<file path="config.mk">
export PLATFORM = sky130hd
export DESIGN_NAME = cascaded_biquad_lowpass
export DESIGN_NICKNAME = d
export VERILOG_FILES = /design/src/cbq_pkg.sv /design/src/cbq_regs.sv /design/src/cbq_seq.sv /design/src/cbq_dpath.sv /design/src/cascaded_biquad_lowpass.sv
export VERILOG_INCLUDE_DIRS = /design/src /design/src/src
export SDC_FILE = /design/constraint.sdc
export NUM_CORES = 2
export LEC_CHECK = 0
export BUFFER_PORTS_ARGS = -buffer_cell sky130_fd_sc_hd__buf_2
export CORE_ASPECT_RATIO = 0.9
export CORE_UTILIZATION = 60
export DETAILED_ROUTE_END_ITERATION = 12
export PLACE_DENSITY = 0.83
export SYNTH_ARGS = -nofsm -noshare
export SYNTH_HDL_FRONTEND = slang
export SYNTH_SLANG_ARGS = --single-unit
</file>
<file path="constraint.sdc">
create_clock -name clk -period 19.8 [get_ports clk]
set_input_delay 3.96 -clock clk [delete_from_list [all_inputs] [get_ports clk]]
set_output_delay 3.96 -clock clk [all_outputs]
set_load 0.05 [all_outputs]
</file>
<file path="src/cascaded_biquad_lowpass_macros.svh">
// ----------------------------------------------------------------------------
// Cascaded biquad low-pass: assertion macros
// Shared concurrent assertion wrappers, one clock and one active-low reset.
// ----------------------------------------------------------------------------
`ifndef CASCADED_BIQUAD_LOWPASS_MACROS_SVH
`define CASCADED_BIQUAD_LOWPASS_MACROS_SVH

// same-cycle implication
`define CBQ_ASSERT_IMP(lbl, ck, rn, ante, cons, msg) \
  lbl: assert property (@(posedge ck) disable iff (!rn) (ante) |-> (cons)) \
    else $error(msg);

// next-cycle implication
`define CBQ_ASSERT_NXT(lbl, ck, rn, ante, cons, msg) \
  lbl: assert property (@(posedge ck) disable iff (!rn) (ante) |=> (cons)) \
    else $error(msg);

`endif

</file>
<file path="src/cbq_pkg.sv">
// ----------------------------------------------------------------------------
// Cascaded biquad low-pass: package
// Widths, register map, microcode field codes, control/status types and
// the rounding/saturation helpers.
// ----------------------------------------------------------------------------
package cbq_pkg;

  // built section count
  localparam int MAX_SECTIONS = 8;
  localparam int SEC_W        = (MAX_SECTIONS > 1) ? $clog2(MAX_SECTIONS) : 1;

  // field widths
  localparam int SAMPLE_W = 24;
  localparam int COEF_W   = 26;
  localparam int HIST_W   = 32;
  localparam int SECT_W   = 4;
  localparam int PROD_W   = COEF_W + HIST_W;   // 58
  localparam int ACC_W    = PROD_W + 2;        // room for five products
  localparam int GPROD_W  = SAMPLE_W + COEF_W; // 50

  // APB register map
  localparam int PADDR_W = 5;
  localparam int PDATA_W = 32;
  localparam logic [2:0] REG_ENABLE   = 3'd0;
  localparam logic [2:0] REG_GAIN     = 3'd1;
  localparam logic [2:0] REG_FF0      = 3'd2;
  localparam logic [2:0] REG_FF1      = 3'd3;
  localparam logic [2:0] REG_FF2      = 3'd4;
  localparam logic [2:0] REG_FB1      = 3'd5;
  localparam logic [2:0] REG_FB2      = 3'd6;
  localparam logic [2:0] REG_SECTIONS = 3'd7;
  localparam logic signed [COEF_W-1:0] GAIN_RST = 26'sd4194304;
  localparam logic [SECT_W-1:0]        SECT_RST = 4'd4;

  // microcode steps
  localparam int STEP_W = 4;
  localparam logic [STEP_W-1:0] ST_IDLE = 4'd0;
  localparam logic [STEP_W-1:0] ST_GMUL = 4'd1;
  localparam logic [STEP_W-1:0] ST_GACC = 4'd2;
  localparam logic [STEP_W-1:0] ST_GSAT = 4'd3;
  localparam logic [STEP_W-1:0] ST_M0   = 4'd4;
  localparam logic [STEP_W-1:0] ST_M1   = 4'd5;
  localparam logic [STEP_W-1:0] ST_M2   = 4'd6;
  localparam logic [STEP_W-1:0] ST_M3   = 4'd7;
  localparam logic [STEP_W-1:0] ST_M4   = 4'd8;
  localparam logic [STEP_W-1:0] ST_A4   = 4'd9;
  localparam logic [STEP_W-1:0] ST_SSAT = 4'd10;
  localparam logic [STEP_W-1:0] ST_OUT  = 4'd11;
  localparam logic [STEP_W-1:0] ST_BYP  = 4'd12;

  // coefficient operand select
  localparam logic [2:0] MA_GAIN = 3'd0;
  localparam logic [2:0] MA_FF0  = 3'd1;
  localparam logic [2:0] MA_FF1  = 3'd2;
  localparam logic [2:0] MA_FF2  = 3'd3;
  localparam logic [2:0] MA_FB1  = 3'd4;
  localparam logic [2:0] MA_FB2  = 3'd5;

  // data operand select
  localparam logic [2:0] MB_SAMPLE = 3'd0;
  localparam logic [2:0] MB_X      = 3'd1;
  localparam logic [2:0] MB_PI1    = 3'd2;
  localparam logic [2:0] MB_PI2    = 3'd3;
  localparam logic [2:0] MB_PO1    = 3'd4;
  localparam logic [2:0] MB_PO2    = 3'd5;

  // accumulator ops
  localparam logic [1:0] ACC_NONE = 2'd0;
  localparam logic [1:0] ACC_LOAD = 2'd1;
  localparam logic [1:0] ACC_ADD  = 2'd2;

  // working-sample ops
  localparam logic [1:0] XOP_NONE = 2'd0;
  localparam logic [1:0] XOP_GAIN = 2'd1;
  localparam logic [1:0] XOP_SECT = 2'd2;

  // output register ops
  localparam logic [1:0] OUT_NONE = 2'd0;
  localparam logic [1:0] OUT_FILT = 2'd1;
  localparam logic [1:0] OUT_BYP  = 2'd2;

  // stall conditions
  localparam logic [1:0] WAIT_NONE = 2'd0;
  localparam logic [1:0] WAIT_IN   = 2'd1;
  localparam logic [1:0] WAIT_OUT  = 2'd2;

  // jump conditions
  localparam logic [1:0] JMP_NONE   = 2'd0;
  localparam logic [1:0] JMP_ALWAYS = 2'd1;
  localparam logic [1:0] JMP_BYPASS = 2'd2;
  localparam logic [1:0] JMP_MORE   = 2'd3;

  // one microcode word
  typedef struct packed {
    logic [2:0]        ma;
    logic [2:0]        mb;
    logic [1:0]        acc_op;
    logic [1:0]        x_op;
    logic [1:0]        out_op;
    logic [1:0]        wait_c;
    logic [1:0]        jmp_c;
    logic [STEP_W-1:0] target;
  } uword_t;

  // control toward the datapath
  typedef struct packed {
    uword_t uw;
    logic   adv;   // step completes this cycle
  } ctl_t;

  // status back to the sequencer
  typedef struct packed {
    logic bypass;
    logic more;
    logic out_busy;
  } stat_t;

  // configuration registers
  typedef struct packed {
    logic                      enable;
    logic signed [COEF_W-1:0]  gain;
    logic signed [COEF_W-1:0]  ff0;
    logic signed [COEF_W-1:0]  ff1;
    logic signed [COEF_W-1:0]  ff2;
    logic signed [COEF_W-1:0]  fb1;
    logic signed [COEF_W-1:0]  fb2;
    logic [SECT_W-1:0]         sections;
  } cfg_t;

  // gained input: round off 17 bits, saturate to 32
  function automatic logic signed [HIST_W-1:0] rsat_gain(
      input logic signed [GPROD_W-1:0] v);
    logic signed [GPROD_W:0]  t;
    logic signed [GPROD_W-17:0] s;
    t = (GPROD_W+1)'(v) + (GPROD_W+1)'(65536);
    s = t[GPROD_W:17];
    if (s[GPROD_W-17:HIST_W-1] != {(GPROD_W-HIST_W-15){s[HIST_W-1]}}) begin
      rsat_gain = s[GPROD_W-17] ? {1'b1, {(HIST_W-1){1'b0}}} : {1'b0, {(HIST_W-1){1'b1}}};
    end else begin
      rsat_gain = s[HIST_W-1:0];
    end
  endfunction

  // section sum: round off 22 bits, saturate to 32
  function automatic logic signed [HIST_W-1:0] rsat_sect(
      input logic signed [ACC_W-1:0] v);
    logic signed [ACC_W:0]    t;
    logic signed [ACC_W-22:0] s;
    t = (ACC_W+1)'(v) + (ACC_W+1)'(2097152);
    s = t[ACC_W:22];
    if (s[ACC_W-22:HIST_W-1] != {(ACC_W-HIST_W-20){s[HIST_W-1]}}) begin
      rsat_sect = s[ACC_W-22] ? {1'b1, {(HIST_W-1){1'b0}}} : {1'b0, {(HIST_W-1){1'b1}}};
    end else begin
      rsat_sect = s[HIST_W-1:0];
    end
  endfunction

  // Q4.28 to Q1.23: round off 5 bits, saturate to 24
  function automatic logic signed [SAMPLE_W-1:0] rsat_out(
      input logic signed [HIST_W-1:0] v);
    logic signed [HIST_W:0]  t;
    logic signed [HIST_W-5:0] s;
    t = (HIST_W+1)'(v) + (HIST_W+1)'(16);
    s = t[HIST_W:5];
    if (s[HIST_W-5:SAMPLE_W-1] != {(HIST_W-SAMPLE_W-3){s[SAMPLE_W-1]}}) begin
      rsat_out = s[HIST_W-5] ? {1'b1, {(SAMPLE_W-1){1'b0}}} : {1'b0, {(SAMPLE_W-1){1'b1}}};
    end else begin
      rsat_out = s[SAMPLE_W-1:0];
    end
  endfunction

endpackage

</file>
<file path="src/cbq_regs.sv">
// ----------------------------------------------------------------------------
// Cascaded biquad low-pass: configuration registers
// APB-style register file; every write also pulses a history clear.
// ----------------------------------------------------------------------------
module cbq_regs (
  input  logic                          clk,
  input  logic                          rst_n,
  input  logic                          psel,
  input  logic                          penable,
  input  logic                          pwrite,
  input  logic [cbq_pkg::PADDR_W-1:0]   paddr,
  input  logic [cbq_pkg::PDATA_W-1:0]   pwdata,
  output logic [cbq_pkg::PDATA_W-1:0]   prdata,
  output logic                          pready,
  output cbq_pkg::cfg_t                 cfg,
  output logic                          hist_clr
);

  cbq_pkg::cfg_t cfg_r;
  logic          wr_en;
  logic [2:0]    idx;

  assign pready   = 1'b1;
  assign wr_en    = psel & penable & pwrite;
  assign idx      = paddr[cbq_pkg::PADDR_W-1:2];
  assign hist_clr = wr_en;
  assign cfg      = cfg_r;

  // register writes
  always_ff @(posedge clk) begin
    if (!rst_n) begin
      cfg_r.enable   <= 1'b0;
      cfg_r.gain     <= cbq_pkg::GAIN_RST;
      cfg_r.ff0      <= '0;
      cfg_r.ff1      <= '0;
      cfg_r.ff2      <= '0;
      cfg_r.fb1      <= '0;
      cfg_r.fb2      <= '0;
      cfg_r.sections <= cbq_pkg::SECT_RST;
    end else if (wr_en) begin
      case (idx)
        cbq_pkg::REG_ENABLE:   cfg_r.enable   <= pwdata[0];
        cbq_pkg::REG_GAIN:     cfg_r.gain     <= pwdata[cbq_pkg::COEF_W-1:0];
        cbq_pkg::REG_FF0:      cfg_r.ff0      <= pwdata[cbq_pkg::COEF_W-1:0];
        cbq_pkg::REG_FF1:      cfg_r.ff1      <= pwdata[cbq_pkg::COEF_W-1:0];
        cbq_pkg::REG_FF2:      cfg_r.ff2      <= pwdata[cbq_pkg::COEF_W-1:0];
        cbq_pkg::REG_FB1:      cfg_r.fb1      <= pwdata[cbq_pkg::COEF_W-1:0];
        cbq_pkg::REG_FB2:      cfg_r.fb2      <= pwdata[cbq_pkg::COEF_W-1:0];
        cbq_pkg::REG_SECTIONS: cfg_r.sections <= pwdata[cbq_pkg::SECT_W-1:0];
        default: ;
      endcase
    end
  end

  // read mux
  always_comb begin
    case (idx)
      cbq_pkg::REG_ENABLE:   prdata = cbq_pkg::PDATA_W'(cfg_r.enable);
      cbq_pkg::REG_GAIN:     prdata = cbq_pkg::PDATA_W'($unsigned(cfg_r.gain));
      cbq_pkg::REG_FF0:      prdata = cbq_pkg::PDATA_W'($unsigned(cfg_r.ff0));
      cbq_pkg::REG_FF1:      prdata = cbq_pkg::PDATA_W'($unsigned(cfg_r.ff1));
      cbq_pkg::REG_FF2:      prdata = cbq_pkg::PDATA_W'($unsigned(cfg_r.ff2));
      cbq_pkg::REG_FB1:      prdata = cbq_pkg::PDATA_W'($unsigned(cfg_r.fb1));
      cbq_pkg::REG_FB2:      prdata = cbq_pkg::PDATA_W'($unsigned(cfg_r.fb2));
      cbq_pkg::REG_SECTIONS: prdata = cbq_pkg::PDATA_W'(cfg_r.sections);
      default:               prdata = '0;
    endcase
  end

endmodule

</file>
<file path="src/cbq_seq.sv">
// ----------------------------------------------------------------------------
// Cascaded biquad low-pass: microcode sequencer
// Step counter over a read-only program; stalls on the handshakes and
// takes conditional jumps on datapath status.
// ----------------------------------------------------------------------------
`include "cascaded_biquad_lowpass_macros.svh"

module cbq_seq (
  input  logic           clk,
  input  logic           rst_n,
  input  logic           in_valid,
  output logic           in_ready,
  input  cbq_pkg::stat_t stat,
  output cbq_pkg::ctl_t  ctl
);

  logic [cbq_pkg::STEP_W-1:0] step_r;
  logic [cbq_pkg::STEP_W-1:0] step_nxt;
  cbq_pkg::uword_t            uw;
  logic                       stall;
  logic                       jump;

  // program store
  function automatic cbq_pkg::uword_t rom(input logic [cbq_pkg::STEP_W-1:0] s);
    cbq_pkg::uword_t w;
    w.ma     = cbq_pkg::MA_GAIN;
    w.mb     = cbq_pkg::MB_SAMPLE;
    w.acc_op = cbq_pkg::ACC_NONE;
    w.x_op   = cbq_pkg::XOP_NONE;
    w.out_op = cbq_pkg::OUT_NONE;
    w.wait_c = cbq_pkg::WAIT_NONE;
    w.jmp_c  = cbq_pkg::JMP_NONE;
    w.target = cbq_pkg::ST_IDLE;
    case (s)
      cbq_pkg::ST_IDLE: w.wait_c = cbq_pkg::WAIT_IN;
      cbq_pkg::ST_GMUL: begin
        w.jmp_c  = cbq_pkg::JMP_BYPASS;
        w.target = cbq_pkg::ST_BYP;
      end
      cbq_pkg::ST_GACC: w.acc_op = cbq_pkg::ACC_LOAD;
      cbq_pkg::ST_GSAT: w.x_op   = cbq_pkg::XOP_GAIN;
      cbq_pkg::ST_M0: begin
        w.ma = cbq_pkg::MA_FF0;
        w.mb = cbq_pkg::MB_X;
      end
      cbq_pkg::ST_M1: begin
        w.ma     = cbq_pkg::MA_FF1;
        w.mb     = cbq_pkg::MB_PI1;
        w.acc_op = cbq_pkg::ACC_LOAD;
      end
      cbq_pkg::ST_M2: begin
        w.ma     = cbq_pkg::MA_FF2;
        w.mb     = cbq_pkg::MB_PI2;
        w.acc_op = cbq_pkg::ACC_ADD;
      end
      cbq_pkg::ST_M3: begin
        w.ma     = cbq_pkg::MA_FB1;
        w.mb     = cbq_pkg::MB_PO1;
        w.acc_op = cbq_pkg::ACC_ADD;
      end
      cbq_pkg::ST_M4: begin
        w.ma     = cbq_pkg::MA_FB2;
        w.mb     = cbq_pkg::MB_PO2;
        w.acc_op = cbq_pkg::ACC_ADD;
      end
      cbq_pkg::ST_A4: w.acc_op = cbq_pkg::ACC_ADD;
      cbq_pkg::ST_SSAT: begin
        w.x_op   = cbq_pkg::XOP_SECT;
        w.jmp_c  = cbq_pkg::JMP_MORE;
        w.target = cbq_pkg::ST_M0;
      end
      cbq_pkg::ST_OUT: begin
        w.out_op = cbq_pkg::OUT_FILT;
        w.wait_c = cbq_pkg::WAIT_OUT;
        w.jmp_c  = cbq_pkg::JMP_ALWAYS;
      end
      cbq_pkg::ST_BYP: begin
        w.out_op = cbq_pkg::OUT_BYP;
        w.wait_c = cbq_pkg::WAIT_OUT;
        w.jmp_c  = cbq_pkg::JMP_ALWAYS;
      end
      default: w.jmp_c = cbq_pkg::JMP_ALWAYS;
    endcase
    return w;
  endfunction

  assign uw = rom(step_r);

  // stall and jump decode
  always_comb begin
    case (uw.wait_c)
      cbq_pkg::WAIT_IN:  stall = !in_valid;
      cbq_pkg::WAIT_OUT: stall = stat.out_busy;
      default:           stall = 1'b0;
    endcase
    case (uw.jmp_c)
      cbq_pkg::JMP_ALWAYS: jump = 1'b1;
      cbq_pkg::JMP_BYPASS: jump = stat.bypass;
      cbq_pkg::JMP_MORE:   jump = stat.more;
      default:             jump = 1'b0;
    endcase
    if (stall) begin
      step_nxt = step_r;
    end else if (jump) begin
      step_nxt = uw.target;
    end else begin
      step_nxt = step_r + 1'b1;
    end
  end

  always_ff @(posedge clk) begin
    if (!rst_n) begin
      step_r <= cbq_pkg::ST_IDLE;
    end else begin
      step_r <= step_nxt;
    end
  end

  assign in_ready = (uw.wait_c == cbq_pkg::WAIT_IN);
  assign ctl.uw   = uw;
  assign ctl.adv  = !stall;

  // checks
  `CBQ_ASSERT_NXT(a_accept_starts, clk, rst_n, in_valid && in_ready, step_r == cbq_pkg::ST_GMUL, "accept did not start the program")
  `CBQ_ASSERT_IMP(a_step_range, clk, rst_n, 1'b1, step_r <= cbq_pkg::ST_BYP, "step outside program")

endmodule

</file>
<file path="src/cbq_dpath.sv">
// ----------------------------------------------------------------------------
// Cascaded biquad low-pass: datapath
// One shared multiplier with registered product, accumulator, working
// sample, per-section history and the output register.
// ----------------------------------------------------------------------------
`include "cascaded_biquad_lowpass_macros.svh"

module cbq_dpath (
  input  logic                                  clk,
  input  logic                                  rst_n,
  input  cbq_pkg::ctl_t                         ctl,
  input  cbq_pkg::cfg_t                         cfg,
  input  logic                                  hist_clr,
  input  logic signed [cbq_pkg::SAMPLE_W-1:0]   in_sample_in,
  input  logic                                  out_ready,
  output logic                                  out_valid,
  output logic signed [cbq_pkg::SAMPLE_W-1:0]   out_sample_out,
  output cbq_pkg::stat_t                        stat
);

  localparam int NS = cbq_pkg::MAX_SECTIONS;

  logic signed [cbq_pkg::SAMPLE_W-1:0] sample_r;
  logic signed [cbq_pkg::HIST_W-1:0]   x_r;
  logic signed [cbq_pkg::PROD_W-1:0]   p_r;
  logic signed [cbq_pkg::PROD_W-1:0]   p_nxt;
  logic signed [cbq_pkg::ACC_W-1:0]    acc_r;
  logic [cbq_pkg::SEC_W-1:0]           sec_r;
  logic signed [cbq_pkg::HIST_W-1:0]   pi1_r [NS];
  logic signed [cbq_pkg::HIST_W-1:0]   pi2_r [NS];
  logic signed [cbq_pkg::HIST_W-1:0]   po1_r [NS];
  logic signed [cbq_pkg::HIST_W-1:0]   po2_r [NS];
  logic                                out_valid_r;
  logic signed [cbq_pkg::SAMPLE_W-1:0] out_r;
  logic signed [cbq_pkg::COEF_W-1:0]   op_a;
  logic signed [cbq_pkg::HIST_W-1:0]   op_b;
  logic signed [cbq_pkg::HIST_W-1:0]   sect_y;
  logic [7:0]                          sect_w;
  logic [7:0]                          eff_cnt;
  logic                                in_take;
  logic                                sect_wr;
  logic                                out_wr;

  assign in_take = ctl.adv && (ctl.uw.wait_c == cbq_pkg::WAIT_IN);
  assign sect_wr = ctl.adv && (ctl.uw.x_op == cbq_pkg::XOP_SECT);
  assign out_wr  = ctl.adv && (ctl.uw.out_op != cbq_pkg::OUT_NONE);

  // clamp section count to 1..MAX_SECTIONS
  always_comb begin
    sect_w = 8'(cfg.sections);
    if (sect_w == 8'd0) begin
      eff_cnt = 8'd1;
    end else if (sect_w > 8'(NS)) begin
      eff_cnt = 8'(NS);
    end else begin
      eff_cnt = sect_w;
    end
  end

  // operand selects
  always_comb begin
    case (ctl.uw.ma)
      cbq_pkg::MA_GAIN: op_a = cfg.gain;
      cbq_pkg::MA_FF0:  op_a = cfg.ff0;
      cbq_pkg::MA_FF1:  op_a = cfg.ff1;
      cbq_pkg::MA_FF2:  op_a = cfg.ff2;
      cbq_pkg::MA_FB1:  op_a = cfg.fb1;
      cbq_pkg::MA_FB2:  op_a = cfg.fb2;
      default:          op_a = '0;
    endcase
    case (ctl.uw.mb)
      cbq_pkg::MB_SAMPLE: op_b = cbq_pkg::HIST_W'(sample_r);
      cbq_pkg::MB_X:      op_b = x_r;
      cbq_pkg::MB_PI1:    op_b = pi1_r[sec_r];
      cbq_pkg::MB_PI2:    op_b = pi2_r[sec_r];
      cbq_pkg::MB_PO1:    op_b = po1_r[sec_r];
      cbq_pkg::MB_PO2:    op_b = po2_r[sec_r];
      default:            op_b = '0;
    endcase
  end

  assign p_nxt  = cbq_pkg::PROD_W'(op_a) * cbq_pkg::PROD_W'(op_b);
  assign sect_y = cbq_pkg::rsat_sect(acc_r);

  // multiply, accumulate, working sample
  always_ff @(posedge clk) begin
    p_r <= p_nxt;
    if (in_take) begin
      sample_r <= in_sample_in;
    end
    if (ctl.adv) begin
      case (ctl.uw.acc_op)
        cbq_pkg::ACC_LOAD: acc_r <= cbq_pkg::ACC_W'(p_r);
        cbq_pkg::ACC_ADD:  acc_r <= acc_r + cbq_pkg::ACC_W'(p_r);
        default: ;
      endcase
      case (ctl.uw.x_op)
        cbq_pkg::XOP_GAIN: x_r <= cbq_pkg::rsat_gain(acc_r[cbq_pkg::GPROD_W-1:0]);
        cbq_pkg::XOP_SECT: x_r <= sect_y;
        default: ;
      endcase
    end
  end

  // section index
  always_ff @(posedge clk) begin
    if (!rst_n) begin
      sec_r <= '0;
    end else if (ctl.adv && ctl.uw.x_op == cbq_pkg::XOP_GAIN) begin
      sec_r <= '0;
    end else if (sect_wr) begin
      sec_r <= sec_r + 1'b1;
    end
  end

  // section history
  always_ff @(posedge clk) begin
    if (!rst_n || hist_clr) begin
      for (int i = 0; i < NS; i++) begin
        pi1_r[i] <= '0;
        pi2_r[i] <= '0;
        po1_r[i] <= '0;
        po2_r[i] <= '0;
      end
    end else if (sect_wr) begin
      pi2_r[sec_r] <= pi1_r[sec_r];
      pi1_r[sec_r] <= x_r;
      po2_r[sec_r] <= po1_r[sec_r];
      po1_r[sec_r] <= sect_y;
    end
  end

  // output word register
  always_ff @(posedge clk) begin
    if (!rst_n) begin
      out_valid_r <= 1'b0;
    end else if (out_wr) begin
      out_valid_r <= 1'b1;
    end else if (out_ready) begin
      out_valid_r <= 1'b0;
    end
  end

  always_ff @(posedge clk) begin
    if (out_wr) begin
      out_r <= (ctl.uw.out_op == cbq_pkg::OUT_BYP) ? sample_r : cbq_pkg::rsat_out(x_r);
    end
  end

  assign out_valid      = out_valid_r;
  assign out_sample_out = out_r;
  assign stat.bypass    = !cfg.enable;
  assign stat.more      = (8'(sec_r) + 8'd1) < eff_cnt;
  assign stat.out_busy  = out_valid_r && !out_ready;

  // checks
  `CBQ_ASSERT_IMP(a_out_slot_free, clk, rst_n, out_wr, !out_valid_r || out_ready, "output word overwritten")
  `CBQ_ASSERT_IMP(a_sect_in_range, clk, rst_n, sect_wr, 8'(sec_r) < eff_cnt, "section index past active count")
  `CBQ_ASSERT_NXT(a_hist_cleared, clk, rst_n, hist_clr, po1_r[0] == '0 && pi1_r[0] == '0, "history not cleared")

endmodule

</file>
<file path="src/cascaded_biquad_lowpass.sv">
// One word is processed at a time; a new word is taken only once the last one has reached
// the output register. Each section runs five products on the single shared multiplier,
//   plus two further steps.
// A finished word waits in the output register while the next word is taken in.
// Reset (rst_n, synchronous, low): history cleared, gain 1.0, four sections, bypass.
// ----------------------------------------------------------------------------
// Cascaded biquad low-pass: top level
// Microcoded direct-form-1 biquad cascade with APB configuration.
// ----------------------------------------------------------------------------
module cascaded_biquad_lowpass (
  input  logic                                 clk,
  input  logic                                 rst_n,
  input  logic                                 in_valid,
  output logic                                 in_ready,
  input  logic signed [cbq_pkg::SAMPLE_W-1:0]  in_sample_in,
  output logic                                 out_valid,
  input  logic                                 out_ready,
  output logic signed [cbq_pkg::SAMPLE_W-1:0]  out_sample_out,
  input  logic                                 psel,
  input  logic                                 penable,
  input  logic                                 pwrite,
  input  logic [cbq_pkg::PADDR_W-1:0]          paddr,
  input  logic [cbq_pkg::PDATA_W-1:0]          pwdata,
  output logic [cbq_pkg::PDATA_W-1:0]          prdata,
  output logic                                 pready
);

  cbq_pkg::cfg_t  cfg;
  cbq_pkg::ctl_t  ctl;
  cbq_pkg::stat_t stat;
  logic           hist_clr;

  cbq_regs u_regs (
    .clk      (clk),
    .rst_n    (rst_n),
    .psel     (psel),
    .penable  (penable),
    .pwrite   (pwrite),
    .paddr    (paddr),
    .pwdata   (pwdata),
    .prdata   (prdata),
    .pready   (pready),
    .cfg      (cfg),
    .hist_clr (hist_clr)
  );

  cbq_seq u_seq (
    .clk      (clk),
    .rst_n    (rst_n),
    .in_valid (in_valid),
    .in_ready (in_ready),
    .stat     (stat),
    .ctl      (ctl)
  );

  cbq_dpath u_dpath (
    .clk            (clk),
    .rst_n          (rst_n),
    .ctl            (ctl),
    .cfg            (cfg),
    .hist_clr       (hist_clr),
    .in_sample_in   (in_sample_in),
    .out_ready      (out_ready),
    .out_valid      (out_valid),
    .out_sample_out (out_sample_out),
    .stat           (stat)
  );

endmodule

</file>
After elaboration in Yosys (flattened, before gate mapping):

Memory sizes are Yosys's and may differ from the RTL's. A register that Yosys moved wholly into a read port is not among the register bits.
Cells that the tools add are included.

* register bits after elaboration: 367
* bits in writable memories: 1024
* input port bits: 68
* output and inout bits: 59
* word-level logic and storage cells: 166
* memories kept: 4

Memory list
* u_dpath.pi1_r: depth 8, bits a word 32, read ports 1, clocked after memory_dff 1, wr ports 8, RTL line cbq_dpath.sv:29 `logic signed [cbq_pkg::HIST_W-1:0] pi1_r [NS];`
* u_dpath.pi2_r: depth 8, bits a word 32, read ports 1, clocked after memory_dff 1, wr ports 8, RTL line cbq_dpath.sv:30 `logic signed [cbq_pkg::HIST_W-1:0] pi2_r [NS];`
* u_dpath.po1_r: depth 8, bits a word 32, read ports 1, clocked after memory_dff 1, wr ports 8, RTL line cbq_dpath.sv:31 `logic signed [cbq_pkg::HIST_W-1:0] po1_r [NS];`
* u_dpath.po2_r: depth 8, bits a word 32, read ports 1, clocked after memory_dff 1, wr ports 8, RTL line cbq_dpath.sv:32 `logic signed [cbq_pkg::HIST_W-1:0] po2_r [NS];`

* add/sub/neg operators: 7
* multiply operators: 1
* order comparisons: 2
* equality and inequality tests: 42
* muxes and demuxes: 51
* bitwise gates (word level): 4
* reductions and logical operators: 39

Operators with widths (count)
* $mux W32: 8
* $pmux W32 S8: 1
* $pmux W32 S6: 1
* $pmux W26 S6: 1
* $reduce_or A32 Y1: 4
* $pmux W60 S2: 1
* $mux W24: 3
* $pmux W32 S2: 1
* $add A60 B23 Y61 const B: 1
* $add A60 B58 Y60: 1
* $mul A26 B32 Y58: 1
* $add A50 B18 Y51 const B: 1
* $mux W3: 12
* $add A32 B6 Y33 const B: 1
* $pmux W6 S5: 1
* $eq A3 B3 Y1 const B: 8
* $eq A4 B4 Y1 const B: 5
* $reduce_and A2 Y1: 10
* $eq A3 B2 Y1 const B: 6
* $eq A4 B3 Y1 const B: 4
* $pmux W2 S2: 4
* $eq A2 B2 Y1 const B: 6
* $mux W1: 11
* $eq A3 B1 Y1 const B: 3
* 28 further kinds: 51

Depth between registers and ports, before layout:

* word-level depth: 12
* depth in mapped cells: 37
* gate-level depth less buffers: 32

Hierarchy:

Synthesis repeated with hierarchy kept, for this count alone.

* cell total of the unflattened synthesis: 8451
* area total of the unflattened synthesis: 95078.7 µm²

By module, submodules not included
* cbq_dpath: instances 1, cells an instance 7636, area an instance 87237.4 µm², sequential area each 36254.8 µm²
* cbq_regs: instances 1, cells an instance 739, area an instance 7268.2 µm², sequential area each 3223.1 µm²
* cbq_seq: instances 1, cells an instance 76, area an instance 573.0 µm², sequential area each 80.1 µm²

Worst setup path before layout:

Ideal clock, no wire load.

* path type: in2out
* from: input paddr[3] (netlist bit)
* to: output prdata[0] (netlist bit)
* arrival time: 5.791 ns
* required time: 15.840 ns
* path slack: 10.049 ns
* stages on the path: 6
* buffers on the path: 2
* cells stage by stage: clkbuf_1 -> nor2b_1 -> and2_1 -> clkbuf_1 -> a22oi_1 -> a31oi_1

* cells in the longest elaborated chain, start to end: 2
* elaborated cells on any way between the ends: 9
* those cells by class: 7 x eq/ne; 1 x mux; 1 x reduce/logical

Ends and longest elaborated chain
* from (decl): RTL line cascaded_biquad_lowpass.sv:22 `input logic [cbq_pkg::PADDR_W-1:0] paddr,`
* $eq A3 B3 Y1, or another cell as far along: RTL line cbq_regs.sv:57 `case (idx)`
* $pmux W32 S8 (*): RTL line cbq_regs.sv:57
* to (decl): RTL line cascaded_biquad_lowpass.sv:24 `output logic [cbq_pkg::PDATA_W-1:0] prdata,`

Mark *: on every way between the ends. The rest lies on a longest branch, timed or not. The select of a mux whose other input is x is not followed.

==> metrics.md <==
| Metric | Value |
|---|---|
| Result of the run | finished with violations |
| Violations in the final reports | design-rule violations |
| Power density of the placed cells | roughly 120 nW/µm² |
| Type of the worst setup path | register to register |
| Proportion of synthesized flip-flops having asynchronous set or reset | 0% |
| Vias after detailed routing | about 71000 |
| Area growth, synth to finish | 7.78% |
| Most congested layer reported by global routing | met2 |
| RSZ-0062 raised after global routing | false |
| Count of yosys warnings during synthesis | 0 |
| Worst path most repeated cell | sky130_fd_sc_hd__fa_1 |
| Largest net degree at the start of global routing | 99 |
| Clock network latency to the later pin of the worst-skew pair | roughly 830 ps |
| Post-route DRC | 9 |
| Final weighted congestion in routability-driven placement | between 0.9 and 1 |
| Clock tree from TritonCTS | yes |
| Clock-pin slew of the registers on the worst-case setup and hold paths | 60 ps |
| Share of the clock period used by the worst path | 66.3% |
| Antenna violations before repair | 13 |
| Synth Cell Area | 95000 µm² |
| WP data required | between 20000 and 25000 ps |
| Post-cts gate resize count | 0 |
| Final Max Tran Viols | 0 |
| Achievable frequency | around 0.076 GHz |
| Delay of the slowest critical-path stage | 1170 ps |
| Flops & latches, synth | 1394 |
| Ratio of cells with drive above 1 in the final layout | 11.0% |
| Number of flops mapped to enable cells by yosys | ~1200 |
| Number of global-route vias before repair | just over 70000 |
| Transition at the pin with the smallest max-transition slack | 1370 ps |
| Routed length per placed instance | between 20 and 30 µm |
| Floorplan die height | ~380 µm |
| Final core area utilization | 65.2% |
| Syn Area/Cell | 11.1 µm² |
| Crit Path Max Fanout | 39 |
| Reported leakage power | 42.1 nW |
| Floorplan die area | roughly 160000 µm² |
| Slowest stage cell, crit path | sky130_fd_sc_hd__a221oi_1 |
| Starting DRC count in detailed routing | about 11000 |
| Core ar. | 157000 µm² |
| Most used flip-flop cell after synthesis | sky130_fd_sc_hd__edfxtp_1 |
| VDD IR max | 136 µV |
| CP startpoint kind | register |
| Total design power | ~12 mW |
| Cts hold-fix bufs | 0 |
| Starting utilization of the core area | just over 60% |
| Critical Path Sink Type | register |
| Final setup violating endpoints | 0 |
| Hold Path Class | register to register |
| Finished layout cell area | 102000 µm² |
| Post-place instance area | between 90000 and 100000 µm² |
| Post-detailed-placement half-perimeter wirelength | ~190000 µm |
| Post-route minimum period | between 10000 and 15000 ps |
| Crit path arrival time | approximately 14000 ps |
| Cell at the root of the clock tree | sky130_fd_sc_hd__clkbuf_16 |
| Max Clock Skew | 66.4 ps |
| Kind of cell with the highest combined delay on the critical path | adder cells |
| Global-route wire length before repair | 436000 µm |
| TritonRoute pass-1 iters | 13 |
| Setup WS pre-CTS | slightly above 7000 ps |
| Number of unique standard cell types used by synthesis | 84 |
| Largest buffer count on any clock path | 3 |
| Max_cap viols | 0 |
| Grt total ovfl | 0 |
| Met1 layer usage reported by global route | between 40% and 50% |
| Global routing met2 resource utilization | between 50% and 60% |
| Buffers plus inverters on the worst setup path | 7 |
| Sequential area share after synthesis | a little over two fifths |
| Post-layout worst setup margin | approximately 6700 ps |
| Met3 GRT Util | 12.0% |
| Number of buffers inserted during clock tree synthesis | roughly 150 |
| Number of placed I/O pins | approximately 130 |
| Final count of hold timing violations | 0 |
| Post-synthesis instance total | 8576 |
| GRT Overall Usage | between 30% and 40% |
| Clock sinks | between 1000 and 1500 |
| Overall die width | roughly 420 µm |
| Setup Total Neg Slack | 0 ps |
| Routed Wire Length | just under 300000 µm |
| Number of H-tree levels | 4 |
| Via-per-instance ratio | ~6.6 |
| Remaining antenna violation count after routing | 0 |
| IO Port Bufs | between 100 and 150 |
| Setup fix buffers added after clock tree synthesis | 0 |
| Number of rows in the core area | about 140 |
| NumNets Final | about 9600 |
| Worst-case headroom to the max-slew limit | under 10% |
path summary, 6_finish.rpt:
kind | cells after the start | endpoint | startpoint | slack [ps]
setup / recovery | 30 | u_dpath.p_r[56]$_DFF_P_ | register | 6680
setup reg to reg | 30 | u_dpath.p_r[56]$_DFF_P_ | register | 6680
hold / removal | 2 | u_regs.cfg[122]$_SDFFE_PN0P_ | u_regs.cfg[122]$_SDFFE_PN0P_ | 480
hold reg to reg | 2 | u_regs.cfg[122]$_SDFFE_PN0P_ | u_regs.cfg[122]$_SDFFE_PN0P_ | 480
layer usage:
metal | share of wire (%) | wire [µm]
met5 | 0.039 | 113
met3 | 16 | 46000
met2 | 44 | 129000
met1 | 33 | 95600
met4 | 7.7 | 22500
cell type report:
type                       count  area (µm²)
clock inverter                72         692
clock buffer                 193        4040
sequential                  1394       39600
antenna                        7        17.5
fill                       11000       54700
multi-input combinational   5652       50000
timing repair buffer         287        1890
inverter                     951        3570
tap                         2100        2630
through the flow:
step	hold WS, ps	instances
6_report	482	10700
3_3_place_gp	464	10400
5_1_grt	504	10700
3_5_place_dp	473	10400
4_1_cts	481	10600
2_1_floorplan	453	8581
placed cells by master (no fill, tap or decap), types with 18 or more instances in the layout:
cell type | Yosys | layout
sky130_fd_sc_hd__mux2i_1 | 121 | 118
sky130_fd_sc_hd__clkbuf_16 | 0 | 153
sky130_fd_sc_hd__o211ai_1 | 19 | 19
sky130_fd_sc_hd__o21bai_1 | 21 | 21
sky130_fd_sc_hd__nand3_1 | 89 | 82
sky130_fd_sc_hd__mux4_2 | 256 | 256
sky130_fd_sc_hd__a211oi_1 | 19 | 18
sky130_fd_sc_hd__clkinv_1 | 1 | 26
sky130_fd_sc_hd__buf_2 | 93 | 110
sky130_fd_sc_hd__a22oi_1 | 128 | 127
sky130_fd_sc_hd__o22ai_1 | 42 | 41
sky130_fd_sc_hd__o21ai_0 | 108 | 107
sky130_fd_sc_hd__nor3_1 | 64 | 58
sky130_fd_sc_hd__clkinv_2 | 0 | 23
sky130_fd_sc_hd__o21ai_1 | 241 | 241
sky130_fd_sc_hd__mux2_2 | 68 | 68
sky130_fd_sc_hd__buf_4 | 13 | 176
sky130_fd_sc_hd__nor2_1 | 911 | 904
sky130_fd_sc_hd__ha_1 | 233 | 232
sky130_fd_sc_hd__and2_1 | 210 | 208
sky130_fd_sc_hd__a21boi_0 | 159 | 159
sky130_fd_sc_hd__clkbuf_1 | 433 | 34
sky130_fd_sc_hd__and3_1 | 158 | 157
sky130_fd_sc_hd__fa_1 | 855 | 855
sky130_fd_sc_hd__nand2b_1 | 32 | 32
sky130_fd_sc_hd__a21o_1 | 71 | 71
sky130_fd_sc_hd__inv_1 | 950 | 950
sky130_fd_sc_hd__nand4_1 | 39 | 39
sky130_fd_sc_hd__xnor2_1 | 117 | 117
sky130_fd_sc_hd__dfxtp_1 | 230 | 227
sky130_fd_sc_hd__nand2_1 | 1034 | 1018
sky130_fd_sc_hd__xor2_1 | 75 | 75
sky130_fd_sc_hd__a21oi_1 | 238 | 237
sky130_fd_sc_hd__edfxtp_1 | 1164 | 1164
sky130_fd_sc_hd__a221o_1 | 21 | 21
sky130_fd_sc_hd__nor2b_1 | 63 | 60
sky130_fd_sc_hd__a211oi_2 | 34 | 31
sky130_fd_sc_hd__a221oi_1 | 34 | 21
sky130_fd_sc_hd__a31oi_1 | 18 | 18
worst register-to-register path: cells and delay by family (launching register included):
| family | cells | cell delay [ps] |
|---|---|---|
| AO/OA/AOI/OAI | 6 | 2910 |
| AND/OR/NAND/NOR | 7 | 2780 |
| multiplexers | 2 | 1040 |
| flip-flops | 1 | 740 |
| adder cells (fa/ha/maj) | 8 | 3720 |
| buffers and inverters | 7 | 1810 |
cell usage after synthesis, types with 18 or more instances:
cell,count,area [µm²]
sky130_fd_sc_hd__ha_1,233,2920
sky130_fd_sc_hd__buf_2,93,465
sky130_fd_sc_hd__o21ai_1,241,1210
sky130_fd_sc_hd__a21oi_1,238,1190
sky130_fd_sc_hd__a21o_1,71,533
sky130_fd_sc_hd__nand3_1,89,445
sky130_fd_sc_hd__xnor2_1,117,1020
sky130_fd_sc_hd__nand2b_1,32,200
sky130_fd_sc_hd__o22ai_1,42,263
sky130_fd_sc_hd__and3_1,158,988
sky130_fd_sc_hd__a22oi_1,128,961
sky130_fd_sc_hd__nand4_1,39,244
sky130_fd_sc_hd__a31oi_1,18,113
sky130_fd_sc_hd__nor3_1,64,320
sky130_fd_sc_hd__dfxtp_1,230,4600
sky130_fd_sc_hd__o21ai_0,108,541
sky130_fd_sc_hd__a211oi_1,19,143
sky130_fd_sc_hd__edfxtp_1,1164,35000
sky130_fd_sc_hd__inv_1,950,3570
sky130_fd_sc_hd__a211oi_2,34,425
sky130_fd_sc_hd__o211ai_1,19,143
sky130_fd_sc_hd__nand2_1,1034,3880
sky130_fd_sc_hd__buf_1,36,135
sky130_fd_sc_hd__o21bai_1,21,158
sky130_fd_sc_hd__fa_1,855,17100
sky130_fd_sc_hd__clkbuf_1,433,1630
sky130_fd_sc_hd__a21boi_0,159,1190
sky130_fd_sc_hd__a221o_1,21,210
sky130_fd_sc_hd__mux4_2,256,5770
sky130_fd_sc_hd__and2_1,210,1310
sky130_fd_sc_hd__o21a_1,18,135
sky130_fd_sc_hd__nor2b_1,63,394
sky130_fd_sc_hd__mux2i_1,121,1210
sky130_fd_sc_hd__xor2_1,75,657
sky130_fd_sc_hd__nor2_1,911,3420
sky130_fd_sc_hd__mux2_2,68,766
sky130_fd_sc_hd__a221oi_1,34,298
registers in the layout (all words and copies together), names as in the netlist, 32 cells and up, named ones only:
register / cells
u_dpath.acc_r: 60
u_dpath.p_r: 58
u_dpath.pi1_r: 256
u_dpath.pi2_r: 256
u_dpath.po1_r: 256
u_dpath.po2_r: 256
u_dpath.x_r: 32
u_regs.cfg: 161
power breakdown:
part           switching (mW)  internal, mW
clock network            1.22          1.54
logic                    3.71          1.65
registers               0.279          3.53
cell families after synthesis:
logic type	share of synthesized area (%)
AOI/OAI and AO/OA	8.62
xor gates and xnor gates	1.77
adders and majority gates	21.1
buffers and inverters	6.28
DFF	41.6
muxes	8.15
other	0.00791
and+or+nand+nor	12.4
(Power assumes the default switching activity.)
